===== config.mk =====
export PLATFORM = sky130hd
export DESIGN_NAME = tfps_div
export DESIGN_NICKNAME = d
export VERILOG_FILES = /design/src/sv/tfps_div.sv
export SDC_FILE = /design/constraint.sdc
export NUM_CORES = 1
export LEC_CHECK = 0
export BUFFER_PORTS_ARGS = -buffer_cell sky130_fd_sc_hd__buf_2
export CAP_MARGIN = 25
export CORE_MARGIN = 4
export CORE_UTILIZATION = 56
export CTS_CLUSTER_SIZE = 24
export DETAILED_ROUTE_END_ITERATION = 12
export GPL_TIMING_DRIVEN = 0
export PLACE_DENSITY = 0.82
export SETUP_SLACK_MARGIN = 0.15
export SLEW_MARGIN = 25
export SYNTH_ARGS = -nofsm -noshare
export SYNTH_HDL_FRONTEND = slang
export SYNTH_SLANG_ARGS = --single-unit

===== constraint.sdc =====
create_clock -name clk -period 3.1 [get_ports clk]
set_input_delay 0.62 -clock clk [delete_from_list [all_inputs] [get_ports clk]]
set_output_delay 0.62 -clock clk [all_outputs]
set_load 0.01 [all_outputs]

===== src/sv/tfps_div.sv =====
`default_nettype none
module tfps_div #(
	parameter int DW = 10
) (
	input  wire logic          clk,
	input  wire logic          arst_n,
	input  wire logic          start,
	input  wire logic [6:0]    divisor,
	input  wire logic [DW-1:0] dividend [3],
	output logic               done,
	output logic [DW-1:0]      quotient [3]
);
	localparam int CTW = $clog2(DW + 1);

	logic [DW-1:0] a_q [3];
	logic [6:0]    rem_q [3];
	logic [6:0]    div_q;
	logic [CTW-1:0] cnt_q;
	logic          busy_q;
	logic          done_q;
	logic [7:0]    part [3];
	logic [2:0]    ge;
	logic [7:0]    nrem [3];

	always_comb begin
		for (int i = 0; i < 3; i++) begin
			part[i] = {rem_q[i], a_q[i][DW-1]};
			ge[i] = part[i] >= {1'b0, div_q};
			nrem[i] = ge[i] ? part[i] - {1'b0, div_q} : part[i];
		end
	end

	always_ff @(posedge clk or negedge arst_n) begin
		if (!arst_n) begin
			busy_q <= 1'b0;
			done_q <= 1'b0;
			cnt_q <= '0;
		end else begin
			done_q <= 1'b0;
			if (start) begin
				busy_q <= 1'b1;
				cnt_q <= CTW'(DW);
			end else if (busy_q) begin
				cnt_q <= cnt_q - 1'b1;
				if (cnt_q == CTW'(1)) begin
					busy_q <= 1'b0;
					done_q <= 1'b1;
				end
			end
		end
	end

	always_ff @(posedge clk) begin
		if (start) begin
			div_q <= divisor;
			for (int i = 0; i < 3; i++) begin
				a_q[i] <= dividend[i];
				rem_q[i] <= '0;
			end
		end else if (busy_q) begin
			for (int i = 0; i < 3; i++) begin
				a_q[i] <= {a_q[i][DW-2:0], ge[i]};
				rem_q[i] <= nrem[i][6:0];
			end
		end
	end

	assign done = done_q;
	assign quotient = a_q;
endmodule
`default_nettype wire


==> results.yml <==
drt:
  drc: 0
  drt-initial-drc-count: 206
  wl_per_cell_um: 17.3
  drt_pass1_iterations: 5
  routed_wl_um: 8620
  vias: 2932
  antenna_left: 0
  viasPerCell: 5.89
timing:
  rsz0062_at_grt: "false"
  slew_viol_final: 0
  totalNegativeSetupSlack_ps: 0
  max_freq_mhz: 406
  layout_min_cycle_time_ps: 2460
  timing_worst_slew_pin_value_ps: 701
  setup_viol: 0
  holdWs_ps: 81.9
  period_share_pct: 79.4
  final_hold_viol_count: 0
  slew_headroom_pct: 53.3
  skew_ps: 6.11
global_routing:
  grt_pass1_vias: 2824
  grt_max_degree: 52
  grt_pass1_wl_um: 13700
  grt_util_all_layers_pct: 21.0
  antenna_found_initial: 0
  grt_overflow_total: 0
finish:
  area_growth_pct: 18.1
  final_common_cell: "buf_2"
  multi_input_area_um2: 1790
  utilization_pct: 69.7
  num-fill-cells: 471
  final_nets: 482
  drive_gt1_share_pct: 32.1
  antenna_cells: 0
  layout.cells.most_common_list: "buf_2, edfxtp_1, mux2_2"
  register_area_um2: 1890
floorplanning:
  rows: 29
  dieArea_um2: 8240
  die_y_um: 90.8
  initial_core_util_pct: 59.0
  coreArea_um2: 6490
  ios: 71
  die_w_um: 90.8
clock_tree:
  clk_pin_slew_worst_paths_ps: 70
  ctsHoldBuffers: 0
  numCtsBuffers: 9
  cts_sinks: 64
  insertion_delay_ps: 340
  cts_resized: 0
  cts_setup_buffers: 0
  htree_levels: 3
  cts_buffer_depth: 2
  cts_tree: "built"
  ctsRootBufferMaster: "clkbuf_8"
synthesis:
  synth_top_flop_cell: "edfxtp_1"
  netlist.area_leader.share_pct: 45.4
  ys_warn_count: 0
  ys_types: 47
  netlist_instances: 335
  synth-seq-cells: 64
  synth_area_per_cell_um2: 11.4
  synth_area_leaders: "edfxtp_1, mux2_2, ha_1"
  synth_area_um2: 3830
  synth-edff-count: 58
  synth.net_count: 401
  yosysTopAreaCell: "edfxtp_1"
  synth-async-reset-ratio_pct: 9.38
  seq_area_frac_synth_pct: 49.3
worst_setup_path:
  start_kind: "flop"
  criticalPathCategory: "reg2reg"
  critical_path_required_ps: 3280
  critPathCaptureType: "flop"
  cp.arrival_ps: 2640
  crit_fanout: 6
power_and_ir_drop:
  vdd_ir_drop_max_mv: 0.514
  cellLeakagePower_nw: 1.93
  power.density_nw_per_um2: 853
flow_run:
  maxCapViolations: 0
place:
  hpwl_um: 6290
  gp_congestion: 0.889
  portBuffers: 70
worst_hold_path:
  min_path_type: "in2async"
run_status:
  outcome: "completed"
flip-flops by register name, indices dropped and copies added (netlist names):
register and flops:
busy_q 1, cnt_q 4, div_q 7, done 1, quotient 30, rem_q 21
final cells by class:
cell class / count / share of cell area, %
clock buffer: 9 / 2.74
multi-input combinational: 237 / 39.6
clock inverter: 7 / 2.65
sequential: 64 / 41.8
timing repair buffer: 70 / 7.74
inverter: 19 / 1.58
tap: 77 / 2.13
buffer: 15 / 1.82
metal layers:
metal | share of wire (%) | vias to the layer above | global-route usage, %
li1 | - | 1427 | -
met1 | 42 | 1403 | 25.3
met2 | 50 | 89 | 35.6
met3 | 6.7 | 13 | 5.33
met4 | 1.4 | 0 | 9.18
met5 | 0 | - | 0
final timing paths:
| check | from | to | slack, ps | cells after the start |
|---|---|---|---|---|
| worst min-delay path | arst_n | cnt_q[1] | 80 | 1 |
| min in group clk | divisor[4] | div_q[4] | 450 | 1 |
| max in group asynchronous | arst_n | busy_q | 2880 | 1 |
| worst max register to register | div_q[0] | rem_q[0][11] | 640 | 7 |
| worst max-delay path | div_q[0] | rem_q[0][11] | 640 | 7 |
| worst min register to register | cnt_q[3] | cnt_q[3] | 540 | 2 |
worst max-delay path, stage by stage (launching register included):
cell and delay, ps:
edfxtp_1 460, ha_1 250, fa_1 400, nand2b_1 170, o2bb2ai_1 230, a31oi_1 410
o21ai_0 170, a21oi_1 200
cells in the mapped netlist (all sizes together) (4+ instances only):
master,n
a31oi,5
o22ai,4
xnor2,8
nand2b,10
nor2,19
a211oi,6
o21a,6
ha,23
nand3,15
clkbuf,5
inv,19
mux2,31
nand2,15
dfrtp,6
a21oi,21
buf,10
or2,4
nor3,6
edfxtp,58
o21ai,19
mux2i,6
power by group:
group / total, mW / internal (mW) / switching (mW)
registers: 1.33 / 1.21 / 0.124
logic: 1.66 / 0.743 / 0.914
clock network: 0.874 / 0.535 / 0.339
through the flow:
stage / total power [mW] / area, um2 / std cells / setup WS, ps
CTS: 3.86 / 4530 / 498 / 666
detailed placement: 2.97 / 4280 / 482 / 530
global placement: 2.90 / 4280 / 482 / 232
global route: 4.11 / 4530 / 498 / 509
finish: 3.86 / 4530 / 498 / 638
floorplan: 2.57 / 3830 / 335 / 884
kinds of logic (layout without fill, tap and decap cells):
logic type      Yosys count  in the layout  synth area share, %
simple gates             86             86                 11.5
buf+inv                  34            120                 4.01
flops                    64             64                 49.3
xor+xnor                  9              9                 2.06
mux                      37             37                 10.7
compound gates           79             79                 13.4
fa+ha+maj                26             26                 9.07
No activity file was read; power rests on OpenSTA's default activity.
