`src/sv/tfps_dist.sv`:
```
`default_nettype none
module tfps_dist #(
	parameter int CB = 10
) (
	input  wire logic          clk,
	input  wire logic          arst_n,
	input  wire logic          valid,
	input  wire logic [CB-1:0] px,
	input  wire logic [CB-1:0] py,
	input  wire logic [CB-1:0] cx,
	input  wire logic [CB-1:0] cy,
	input  wire logic [15:0]   lim,
	output logic               close,
	output logic               close_valid
);
	localparam int SQW = 2 * CB;
	localparam int CMPW = (SQW + 1 > 16) ? SQW + 1 : 16;

	logic signed [CB:0]     dx;
	logic signed [CB:0]     dy;
	logic signed [SQW+1:0]  px2;
	logic signed [SQW+1:0]  py2;
	logic [SQW-1:0] sqx_s1;
	logic [SQW-1:0] sqy_s1;
	logic [15:0]    lim_s1;
	logic           v_s1;
	logic [SQW:0]   sum;
	logic           close_s2;
	logic           v_s2;

	always_comb begin
		dx = $signed({1'b0, px}) - $signed({1'b0, cx});
		dy = $signed({1'b0, py}) - $signed({1'b0, cy});
		px2 = dx * dx;
		py2 = dy * dy;
		sum = {1'b0, sqx_s1} + {1'b0, sqy_s1};
	end

	always_ff @(posedge clk or negedge arst_n) begin
		if (!arst_n) begin
			v_s1 <= 1'b0;
			v_s2 <= 1'b0;
		end else begin
			v_s1 <= valid;
			v_s2 <= v_s1;
		end
	end

	always_ff @(posedge clk) begin
		sqx_s1 <= px2[SQW-1:0];
		sqy_s1 <= py2[SQW-1:0];
		lim_s1 <= lim;
		close_s2 <= CMPW'(sum) <= CMPW'(lim_s1);
	end

	assign close = close_s2;
	assign close_valid = v_s2;
endmodule
`default_nettype wire

```
`config.mk`:
```
export PLATFORM = sky130hd
export DESIGN_NAME = tfps_dist
export DESIGN_NICKNAME = d
export VERILOG_FILES = /design/src/sv/tfps_dist.sv
export SDC_FILE = /design/constraint.sdc
export NUM_CORES = 1
export LEC_CHECK = 0
export BUFFER_PORTS_ARGS = -buffer_cell sky130_fd_sc_hd__buf_2
export CORE_ASPECT_RATIO = 1.2
export CORE_UTILIZATION = 40
export CTS_CLUSTER_DIAMETER = 80
export CTS_CLUSTER_SIZE = 20
export DETAILED_ROUTE_END_ITERATION = 10
export SLEW_MARGIN = 20
export SYNTH_ARGS = -nofsm -noshare
export SYNTH_HDL_FRONTEND = slang
export SYNTH_SLANG_ARGS = --single-unit
```
`constraint.sdc`:
```
create_clock -name clk -period 4.1 [get_ports clk]
set_clock_uncertainty 0.05 [all_clocks]
set_input_delay 0.41 -clock clk [delete_from_list [all_inputs] [get_ports clk]]
set_output_delay 0.41 -clock clk [all_outputs]
set_load 0.02 [all_outputs]
```
==> results of run 1 <==
[placed cells by master, fill, tap and decap left out, types with 13 or more instances in the layout]
| cell type | count |
|---|---|
| buf_4 | 258 |
| nor2_2 | 13 |
| nor2_1 | 75 |
| inv_2 | 41 |
| ha_1 | 107 |
| a21oi_2 | 14 |
| xnor2_1 | 52 |
| inv_1 | 277 |
| nand2_2 | 13 |
| a21oi_1 | 22 |
| fa_2 | 18 |
| dfxtp_1 | 55 |
| buf_2 | 56 |
| o21ai_0 | 16 |
| buf_6 | 32 |
| fa_1 | 170 |
| nand2_1 | 63 |
| ha_4 | 31 |
[through the flow]
step           instances  cell area [um^2]
2_1_floorplan       1202             11400
3_3_place_gp        1836             13900
3_5_place_dp        1836             13900
4_1_cts             1889             15000
5_1_grt             1897             15400
6_report            1897             15400
[critical path: stages]
cell	delay, ns
buf_8	0.11
inv_12	0.04
ha_4	0.12
inv_2	0.04
fa_2	0.38
buf_6	0.13
a21o_1	0.18
a21oi_2	0.18
xnor2_2	0.16
nand2_1	0.12
fa_1	0.56
inv_2	0.05
fa_1	0.49
inv_2	0.04
fa_1	0.47
inv_1	0.05
fa_1	0.51
fa_1	0.46
ha_4	0.19
or3_4	0.37
a31oi_4	0.22
o21bai_2	0.11
or4_1	0.52
nand3_1	0.09
[layout make-up]
type,count,area share
multi-input combinational,811,0.621
timing repair buffer,353,0.175
tap,335,0.0272
clock buffer,12,0.0160
clock inverter,4,0.00333
sequential,57,0.0748
inverter,325,0.0830
[state kept, by name, indices dropped and copies added (netlist names)]
signal       flops
sqx_s1          19
close_valid      1
sqy_s1          19
lim_s1          16
close            1
v_s1             1
[cells by family (layout without fill, tap and decap cells)]
group                      count (synthesis)  after routing
buffers and inverters                    334            694
adders and majority gates                328            328
and+or+nand+nor                          248            248
AOI/OAI and AO/OA                        150            150
xor gates and xnor gates                  81             81
DFF                                       57             57
muxes                                      4              4
[what timing repair did]
| item | 4_1_cts | 5_1_grt |
|---|---|---|
| gates resized for setup | 124 | 75 |
| hold endpoints to repair | 2 | 0 |
| hold buffers | 1 | 0 |
| endpoints found under the setup margin | 30 | 30 |
| setup buffers | 38 | 16 |
| pin swaps | 127 | 42 |
[worst max-delay path by stage]
| stage | from | to | slack [ns] | depth (start not counted) |
|---|---|---|---|---|
| 3_5_place_dp | cy[1] | sqy_s1[19] | -2.18 | 27 |
| 4_1_cts | px[0] | sqx_s1[15] | -1.72 | 25 |
| 5_1_grt | px[0] | sqx_s1[15] | -1.95 | 29 |
| 3_3_place_gp | cy[1] | sqy_s1[19] | -2.14 | 27 |
| 6_report | px[0] | sqx_s1[15] | -1.70 | 24 |
| 2_1_floorplan | px[0] | sqx_s1[15] | -1.73 | 25 |
[metal layers]
metal | part of all wire | global-route usage
met5 | 0 | 0
met2 | 0.56 | 0.374
met4 | 0.013 | 0.0371
met3 | 0.015 | 0.0148
met1 | 0.41 | 0.221
==> impl_results.md, run 1 <==
* PortBufs at 60
* Final Cycle Share at 1.41
* Setup WS post-layout at -1.70 ns
* Root buf cell: clkbuf_16
* Synthesized net count at 1589
* Wire length per cell at 12.7 um
* Ant. Diodes at 0
* Die Span X at between 150 and 200 um
* Clock-pin slew on the worst setup and hold paths at 0.05 ns
* Tightest Pin Transition at ~0.63 ns
* Adder-cell share of the synthesized area at 0.511
* Arrival time at the worst endpoint at 6.01 ns
* RSZ-0062 raised after global routing: yes
* Initial antenna violation count at 0
* Main area contributors after synthesis: fa_1 35%, ha_1 16%, inv_1 11%
* Slew headroom at 0.578
* Top FF cell, synth: dfxtp_1
* Asr flop ratio synth at 0.0351
* Area fraction of the dominant cell type after synthesis at 0.349
* DR pass1 iterations at 8
* Largest family of logic cells by synthesized area: adder cells
* Via/cell ratio at about 4.7
* Mapped Area at ~11000 um^2
* Critical path required time at 4.32 ns
* Crit. End Element: flop
* Max-Cap Viols at 0
* CTS tree: yes
* Nets at around 2000
* Final critical-path required period at 5.80 ns
* Post-synthesis compound-gate area fraction at 0.0927
* Yosys reg bits at 57
* Hold endpoint: lim_s1[4]
* Final setup fails at 30
* Hold violation total from the final report at 0
* Post-synthesis instance total at roughly 1200
* Die Height at 182 um
* Cells on Worst Hold Path at 1
* Area Overhead vs Synth at 42.6%
* DIE AREA at 27600 um^2
* R2r endpoint: close
* Post-synth EDFFs at 0
* Pin count of the biggest net entering global routing at 11
* Simple-Gate Fraction of Synth Area at 0.101
* Gr usage total at 0.189
* Clock Latency Late Sink at 0.33 ns
* HP Start: lim[4]
* R2R setup slack at 0.54 ns
* Global-route wire length before repair at 42900 um
* Setup total negative slack at -34.98 ns
* FF/Latch Area at ~1200 um^2
* Hold slack at 0.134 ns
* Failing checks: DRC, setup timing
* Multi-input gate area at 9550 um^2
* FP Rows at between 60 and 70
* Core box area at 26400 um^2
* Class of the most critical setup path: in -> reg
* Hold crit path type: in -> reg
* # H-tree levels at 3
* Top cells by count, synth: 319 x inv_1, 188 x fa_1, 140 x ha_1
* Netlist cell types at 62
* Pins over their slew limit at 0
* TritonCTS buffer count at 9
* Top Ports at 61
* Layout filler cell count at around 2300
* Post-Synth XOR/XNOR Area at 0.0685
* Util after Layout at 0.582
* Number of global-route vias before repair at 9691
* Mean Syn Cell Area at 8.98 um^2
* Post-synth top area cell: fa_1
* ANT nets after route at 0
* Violation count after the first detailed-route iteration at 191
* DRC at 2
* WL final at around 24000 um
* Post-synthesis mux area share at 0.00371
* Vias post-DR at approximately 8900
* Most common cell in the netlist: inv_1
* Dpl hpwl at approximately 21000 um
* Yosys warns at 0
* Critical path peak fanout at 2
* Register area share after synthesis at 0.107
* Max clock buf depth at 2
* Reg2Reg Depth at 12
* FF-to-FF Start: sqx_s1[3]
* Starting Density at 0.408
* FMAX at 173 MHz
* Status: finished, violations left
* Fraction of layout cells with a size suffix above 1 at 0.383
* Clk sink count at 57
* Dpl ws at -2.18 ns
* Grt total ovfl at 0
* Gpl congestion at 0.835
* Startpoint Class: primary input
Power of run 1 is not shown: default switching activity piles up to over one toggle a cycle in this logic, so the estimate is an artifact.
==> run 2, diff against run 1 <==
- CAP_MARGIN: not set -> 25
- CORE_UTILIZATION: 40 -> 64
- HOLD_SLACK_MARGIN: not set -> 0.12
- PLACE_DENSITY: not set -> 0.83
==> run 2 against run 1 <==
The flow now stops in global routing. Synthesized cell count stayed put. Synthesized area stayed put.
==> impl_results.md, run 2 <==
* Status: did not finish
* Stop stage: global routing
* First Err: [ERROR GRT-0232] Routing congestion too high. Check the congestion heatmap in the GUI.
* Yosys reg bits at 57 (unchanged)
* Pin count of the biggest net entering global routing at 12
* Post-synthesis compound-gate area fraction at 0.0927 (unchanged)
* Mapped Area at 10800 um^2 (unchanged)
* Root buf cell: clkbuf_16
* Main area contributors after synthesis: fa_1 35%, ha_1 16%, inv_1 11%
* Gpl congestion at 0.915 (+9.7%)
* PortBufs at 60 (unchanged)
* Die Span X at 121 um (-21%)
* Post-synthesis mux area share at 0.00371 (unchanged)
* Gr usage total at 0.852
* Mean Syn Cell Area at 8.98 um^2 (unchanged)
* Crit. endpoint post-GRT repair: sqx_s1[18]$_DFF_P_/D
* FP Rows at 51 (-22%)
* Simple-Gate Fraction of Synth Area at 0.101 (unchanged)
* Most common cell in the netlist: inv_1
* Die Height at 144 um (-21%)
* Post-Synth XOR/XNOR Area at 0.0685 (unchanged)
* # H-tree levels at 3 (unchanged)
* Register area share after synthesis at 0.107 (unchanged)
* Yosys warns at 0 (unchanged)
* Starting Density at 0.660 (+0.252)
* Inst Count DP at 1703 (-7.2%)
* Netlist cell types at 62 (unchanged)
* WEP type: register input
* Top cells by count, synth: 319 x inv_1, 188 x fa_1, 140 x ha_1
* Post-synthesis instance total at 1202 (unchanged)
* Asr flop ratio synth at 0.0351 (unchanged)
* Max clock buf depth at 2 (unchanged)
* Grt total ovfl at 286
* Clk sink count at 57 (unchanged)
* Post-synth top area cell: fa_1
* Synthesized net count at 1589 (unchanged)
* TritonCTS buffer count at 9 (unchanged)
* Largest family of logic cells by synthesized area: adder cells
* Dpl hpwl at 24000 um (+17%)
* Post-synth EDFFs at 0 (unchanged)
* Top FF cell, synth: dfxtp_1
* Top Ports at 61 (unchanged)
* Area fraction of the dominant cell type after synthesis at 0.349 (unchanged)
* Adder-cell share of the synthesized area at 0.511 (unchanged)
## run 2: timing repair
item                                   in CTS
pin swaps                                 130
hold buffers                                1
gates cloned                                0
resized for setup                         153
buffers inserted                           30
setup endpoints to repair                  30
endpoints found under the hold margin       2
## run 2: cells by family after synthesis
kind of cell,count (synthesis)
AO/OA/AOI/OAI,150
buffers and inverters,334
flip-flops,57
multiplexers,4
AND/OR/NAND/NOR,248
adder cells (fa/ha/maj),328
XOR/XNOR,81
## run 2: metrics by stage
step | hold slack (ns) | setup TNS, ns | utilization | area (um^2) | setup WS (ns)
after floorplan | 0.0644 | -34.63 | - | 11400 | -1.73
after global placement | 0.143 | -45.39 | 0.837 | 13700 | -1.99
after detailed placement | 0.151 | -52.35 | 0.837 | 13700 | -2.31
after CTS | 0.123 | -39.15 | 0.907 | 14800 | -1.89
## run 2: per-layer routing
layer | overflow | track usage
met2 | 173 | 1.02
met1 | 5 | 0.800
met3 | 5 | 0.721
met5 | 0 | 0.399
met4 | 103 | 0.932
==> run 3, diff against run 2 <==
- CORE_ASPECT_RATIO: 1.2 -> not set
- CORE_UTILIZATION: 64 -> 40
- CTS_CLUSTER_DIAMETER: 80 -> not set
- CTS_CLUSTER_SIZE: 20 -> not set
- HOLD_SLACK_MARGIN: 0.12 -> not set
- PLACE_DENSITY: 0.83 -> not set
- PLACE_DENSITY_LB_ADDON: not set -> 0.15
==> run 3 against run 2 <==
The flow now finishes, with violations (DRC, setup timing).
==> impl_results.md, run 3 (synthesis gave the netlist of run 1 again) <==
* Status: finished, violations left
* Failing checks: DRC, setup timing
* DR pass1 iterations at 7
* FMAX at roughly 170 MHz
* Grt total ovfl at 0
* Via/cell ratio at 4.63
* TritonCTS buffer count at 9 (unchanged)
* Top Ports at 61 (unchanged)
* Area Overhead vs Synth at 45.9%
* Number of global-route vias before repair at 9551
* Buf/Inv on CP at 8
* # H-tree levels at 3 (unchanged)
* PortBufs at 60 (unchanged)
* CP Depth at 27
* WL final at 24500 um
* RSZ-0062 raised after global routing: yes
* Crit. End Element: flop
* Class of the most critical setup path: in -> reg
* Clock Latency Late Sink at 0.33 ns
* ANT nets after route at 0
* Clock-pin slew on the worst setup and hold paths at about 0.050 ns
* Vias post-DR at 8802
* Starting Density at 0.411 (-0.250)
* Violation count after the first detailed-route iteration at 299
* Hold slack at 0.131 ns
* Critical path peak fanout at 4
* Ant. Diodes at 0
* Dpl ws at -2.16 ns (+0.158 ns)
* Gr usage total at 0.188
* Final setup fails at 30
* FF-to-FF Start: sqx_s1[3]
* Final critical-path required period at 5.81 ns
* Tightest Pin Transition at roughly 0.64 ns
* CP top delay family: adder cells
* Fraction of layout cells with a size suffix above 1 at 0.411
* Commonest non-fill, non-tap cell in the layout: inv_1
* Nets at about 2000
* Reg2Reg Depth at 12
* CP endpoint: sqx_s1[19]
* Crit. Startpoint: px[0]
* Die Span X at 166 um (+38%)
* Slew headroom at 0.565
* Setup WS post-layout at -1.71 ns
* Pin count of the biggest net entering global routing at 11
* R2R setup slack at 0.46 ns
* FP Rows at 59 (+16%)
* R2r endpoint: close
* Max stage delay on crit path at 0.59 ns
* Most frequent cells in the layout: 266 x inv_1, 250 x buf_4, 170 x fa_1
* Initial antenna violation count at 0
* Startpoint Class: primary input
* Top flop regs: sqx_s1 (19), sqy_s1 (19), lim_s1 (16)
* Wire length per cell at around 13 um
* Dpl hpwl at 20600 um (-14%)
* Gpl congestion at 0.855 (-6.6%)
* Cells on Worst Hold Path at 1
* Max clock buf depth at 2 (unchanged)
* Arrival time at the worst endpoint at 6.01 ns
* Hold violation total from the final report at 0
* Root buf cell: clkbuf_16
* Die Height at 166 um (+15%)
* DRC at 6
* Slowest stage cell, crit path: fa_1
* Pins over their slew limit at 0
* Clk sink count at 57 (unchanged)
* Hold crit path type: in -> reg
* Critical path required time at 4.30 ns
* Final Cycle Share at 1.42
* Max-Cap Viols at 0
* Global-route wire length before repair at ~43000 um
* DIE AREA at between 20000 and 30000 um^2
* Setup total negative slack at -36.72 ns
* CTS tree: yes
* Core box area at 26300 um^2
[run 3: timing repair]
item / CTS / global route
pin swaps: 124 / 83
hold buffers: 1 / 0
buffers inserted: 36 / 25
resized for setup: 141 / 119
hold endpoints to repair: 2 / 0
setup endpoints to repair: 30 / 30
[run 3: final cells by class]
type                    instances  area [um^2]
clock buffers                  12          267
clock inverters                 4         26.3
fillers                      2316        10500
inverters                     325         1270
multi-input cells             811         9830
flip-flops and latches         57         1150
well taps                     335          419
repair buffers                359         2770
[run 3: layer usage]
layer,routed length (um),GRT usage
met4,212,0.0250
met2,12000,0.320
met3,614,0.0191
met5,0,0
met1,11700,0.264
[run 3: stage by stage]
step | utilization | area [um^2] | cells
detailed placement | 0.530 | 13900 | 1837
floorplan | - | 11400 | 1202
finish | 0.599 | 15700 | 1903
CTS | 0.574 | 15100 | 1886
global placement | 0.530 | 13900 | 1837
global route | 0.599 | 15700 | 1903
[run 3: worst reg2reg max path, stage by stage, from the launching register on]
cell,delay (ns)
dfxtp_1,0.33
ha_1,0.35
a211oi_1,0.30
o21bai_1,0.13
a21boi_0,0.28
o22a_1,0.28
nand2b_1,0.08
a21oi_1,0.17
xnor2_1,0.19
ha_1,0.30
a2111oi_0,0.57
o2111ai_1,0.21
a211oi_1,0.30
[run 3: how the worst min path moves through the flow]
| stage | startpoint | to | slack (ns) |
|---|---|---|---|
| floorplan | arst_n | close_valid | 0.06 |
| global placement | arst_n | v_s1 | 0.14 |
| detailed placement | arst_n | close_valid | 0.15 |
| CTS | lim[8] | lim_s1[8] | 0.12 |
| global route | lim[9] | lim_s1[9] | 0.13 |
| finish | lim[8] | lim_s1[8] | 0.13 |
Power of run 3 is left out for the same reason.
==> run 4, diff against run 3 <==
- clock period: 4.1 -> 5.8 ns (I/O delays scaled with it)
==> run 4 against run 3 <==
The run still ends with DRC, setup timing left. Via count down 2.0%. Setup slack improved by 1.5 ns. Utilization decreased by 3.1 points. Routed wire length shrank 3.1%. Critical endpoint unchanged. Register-to-register slack gained 1.9 ns. Non-clock buffer count shrank 23.
==> impl_results.md, run 4 (synthesis gave the netlist of run 1 again) <==
* Status: finished, violations left
* Failing checks: DRC, setup timing
* Clock Latency Late Sink at 0.33 ns (about the same)
* Vias post-DR at 8630 (-2.0%)
* Violation count after the first detailed-route iteration at 286 (-4.3%)
* Dpl hpwl at 20500 um (-0.54%)
* Tightest Pin Transition at 0.609 ns (-0.0274 ns)
* Number of global-route vias before repair at 9155 (-4.1%)
* # H-tree levels at 3 (unchanged)
* Pin count of the biggest net entering global routing at 12 (+1)
* Max stage delay on crit path at 0.60 ns (about the same)
* Die Height at 166 um (unchanged)
* PortBufs at 60 (unchanged)
* Grt total ovfl at 0 (unchanged)
* Ant. Diodes at 0 (unchanged)
* Hold violation total from the final report at 0 (unchanged)
* CTS tree: yes
* Crit. Startpoint: px[0]
* CP Depth at 27 (unchanged)
* Hold endpoint: lim_s1[8]
* Setup WS post-layout at -0.256 ns (+1.45 ns)
* Final Cycle Share at 1.04
* Clk sink count at 57 (unchanged)
* Util after Layout at 0.567 (-0.0315)
* Arrival time at the worst endpoint at 6.21 ns (+0.20 ns)
* Inst Count DP at 1815 (-1.2%)
* DR pass1 iterations at 8 (+1)
* Crit. End Element: flop
* DIE AREA at 27600 um^2 (unchanged)
* Slowest stage cell, crit path: fa_1
* Via/cell ratio at 4.59 (-0.75%)
* Max-Cap Viols at 0 (unchanged)
* Final critical-path required period at 6.06 ns
* Global-route wire length before repair at 42000 um (-2.4%)
* Pins over their slew limit at 0 (unchanged)
* Initial antenna violation count at 0 (unchanged)
* Clock-pin slew on the worst setup and hold paths at 0.05 ns (about the same)
* Reg2Reg Depth at 12 (unchanged)
* RSZ-0062 raised after global routing: yes
* Top flop regs: sqx_s1 (19), sqy_s1 (19), lim_s1 (16)
* FF-to-FF Start: sqx_s1[3]
* WL final at 23800 um (-3.1%)
* FMAX at roughly 170 MHz
* Critical path required time at 5.95 ns (+1.65 ns)
* Non-filler cells, final at 1880 (-1.2%)
* Cells on Worst Hold Path at 1 (unchanged)
* Top Ports at 61 (unchanged)
* Area Overhead vs Synth at 38.2%
* ANT nets after route at 0 (unchanged)
* Max clock buf depth at 2 (unchanged)
* Die Span X at 166 um (unchanged)
* Commonest non-fill, non-tap cell in the layout: inv_1
* Dpl ws at -0.664 ns (+1.49 ns)
* R2r endpoint: close
* Starting Density at 0.411 (unchanged)
* FP Rows at 59 (unchanged)
* DRC at 5 (-1)
* Final setup fails at 8 (-73%)
* Critical path peak fanout at 4 (unchanged)
* Wire length per cell at 12.6 um (-1.9%)
* Fraction of layout cells with a size suffix above 1 at 0.350 (-0.0612)
* Core box area at 26300 um^2 (unchanged)
* Hold crit path type: in -> reg
* Gr usage total at 0.185 (-0.00279)
* Hold slack at 0.302 ns (+0.171 ns)
* TritonCTS buffer count at 9 (unchanged)
* Startpoint Class: primary input
* Root buf cell: clkbuf_16
* Nets at 1927 (-1.2%)
* CP top delay family: adder cells
* R2R setup slack at 2.31 ns (+1.85 ns)
* Slew headroom at 0.591 (+0.0255)
* HP Start: lim[8]
* Most frequent cells in the layout: 284 x inv_1, 257 x buf_4, 174 x fa_1
* Class of the most critical setup path: in -> reg
* Gpl congestion at 0.798 (-6.7%)
* Buf/Inv on CP at 8 (unchanged)
## run 4: final cells by class
class	count	area, um^2
clock inverters	6	60.1
flip-flops and latches	57	1150
clock buffers	10	229
well taps	335	419
fillers	2370	11400
inverters	325	1260
repair buffers	336	2500
multi-input cells	811	9290
## run 4: stage by stage
step,setup TNS (ns),area [um^2]
after floorplan,-1.05,11200
final,-1.02,14900
after CTS,-0.725,14500
after global placement,-7.51,13600
after detailed placement,-8.92,13600
after global routing,-4.09,14900
## run 4: what timing repair did
item                                   CTS  global route
resized for setup                       97            68
pin swaps                              117            96
buffers inserted                        34            17
setup endpoints to repair               14            19
hold buffers                             1             0
endpoints found under the hold margin    2             0
## run 4: how the worst max path moves through the flow
stage / to / slack [ns]
2_1_floorplan: sqx_s1[15] / -0.20
3_3_place_gp: sqy_s1[18] / -0.58
3_5_place_dp: sqy_s1[18] / -0.66
4_1_cts: sqx_s1[16] / -0.14
5_1_grt: sqx_s1[19] / -0.44
6_report: sqx_s1[19] / -0.26
## run 4: worst register-to-register path, stage by stage (launching register included)
cell	delay (ns)
dfxtp_1	0.32
ha_1	0.35
a211oi_1	0.30
o21bai_1	0.14
a21boi_0	0.25
o22a_1	0.26
nand2b_1	0.08
a21oi_1	0.17
xnor2_1	0.15
ha_1	0.27
a2111oi_0	0.53
o2111ai_1	0.19
a211oi_1	0.32
## run 4: routing by layer
metal	vias to the layer above	part of all wire	GRT usage
li1	4369	-	-
met1	4172	0.49	0.263
met2	78	0.48	0.313
met3	11	0.025	0.0203
met4	0	0.0043	0.0185
met5	-	0	0
Power of run 4 is left out for the same reason.
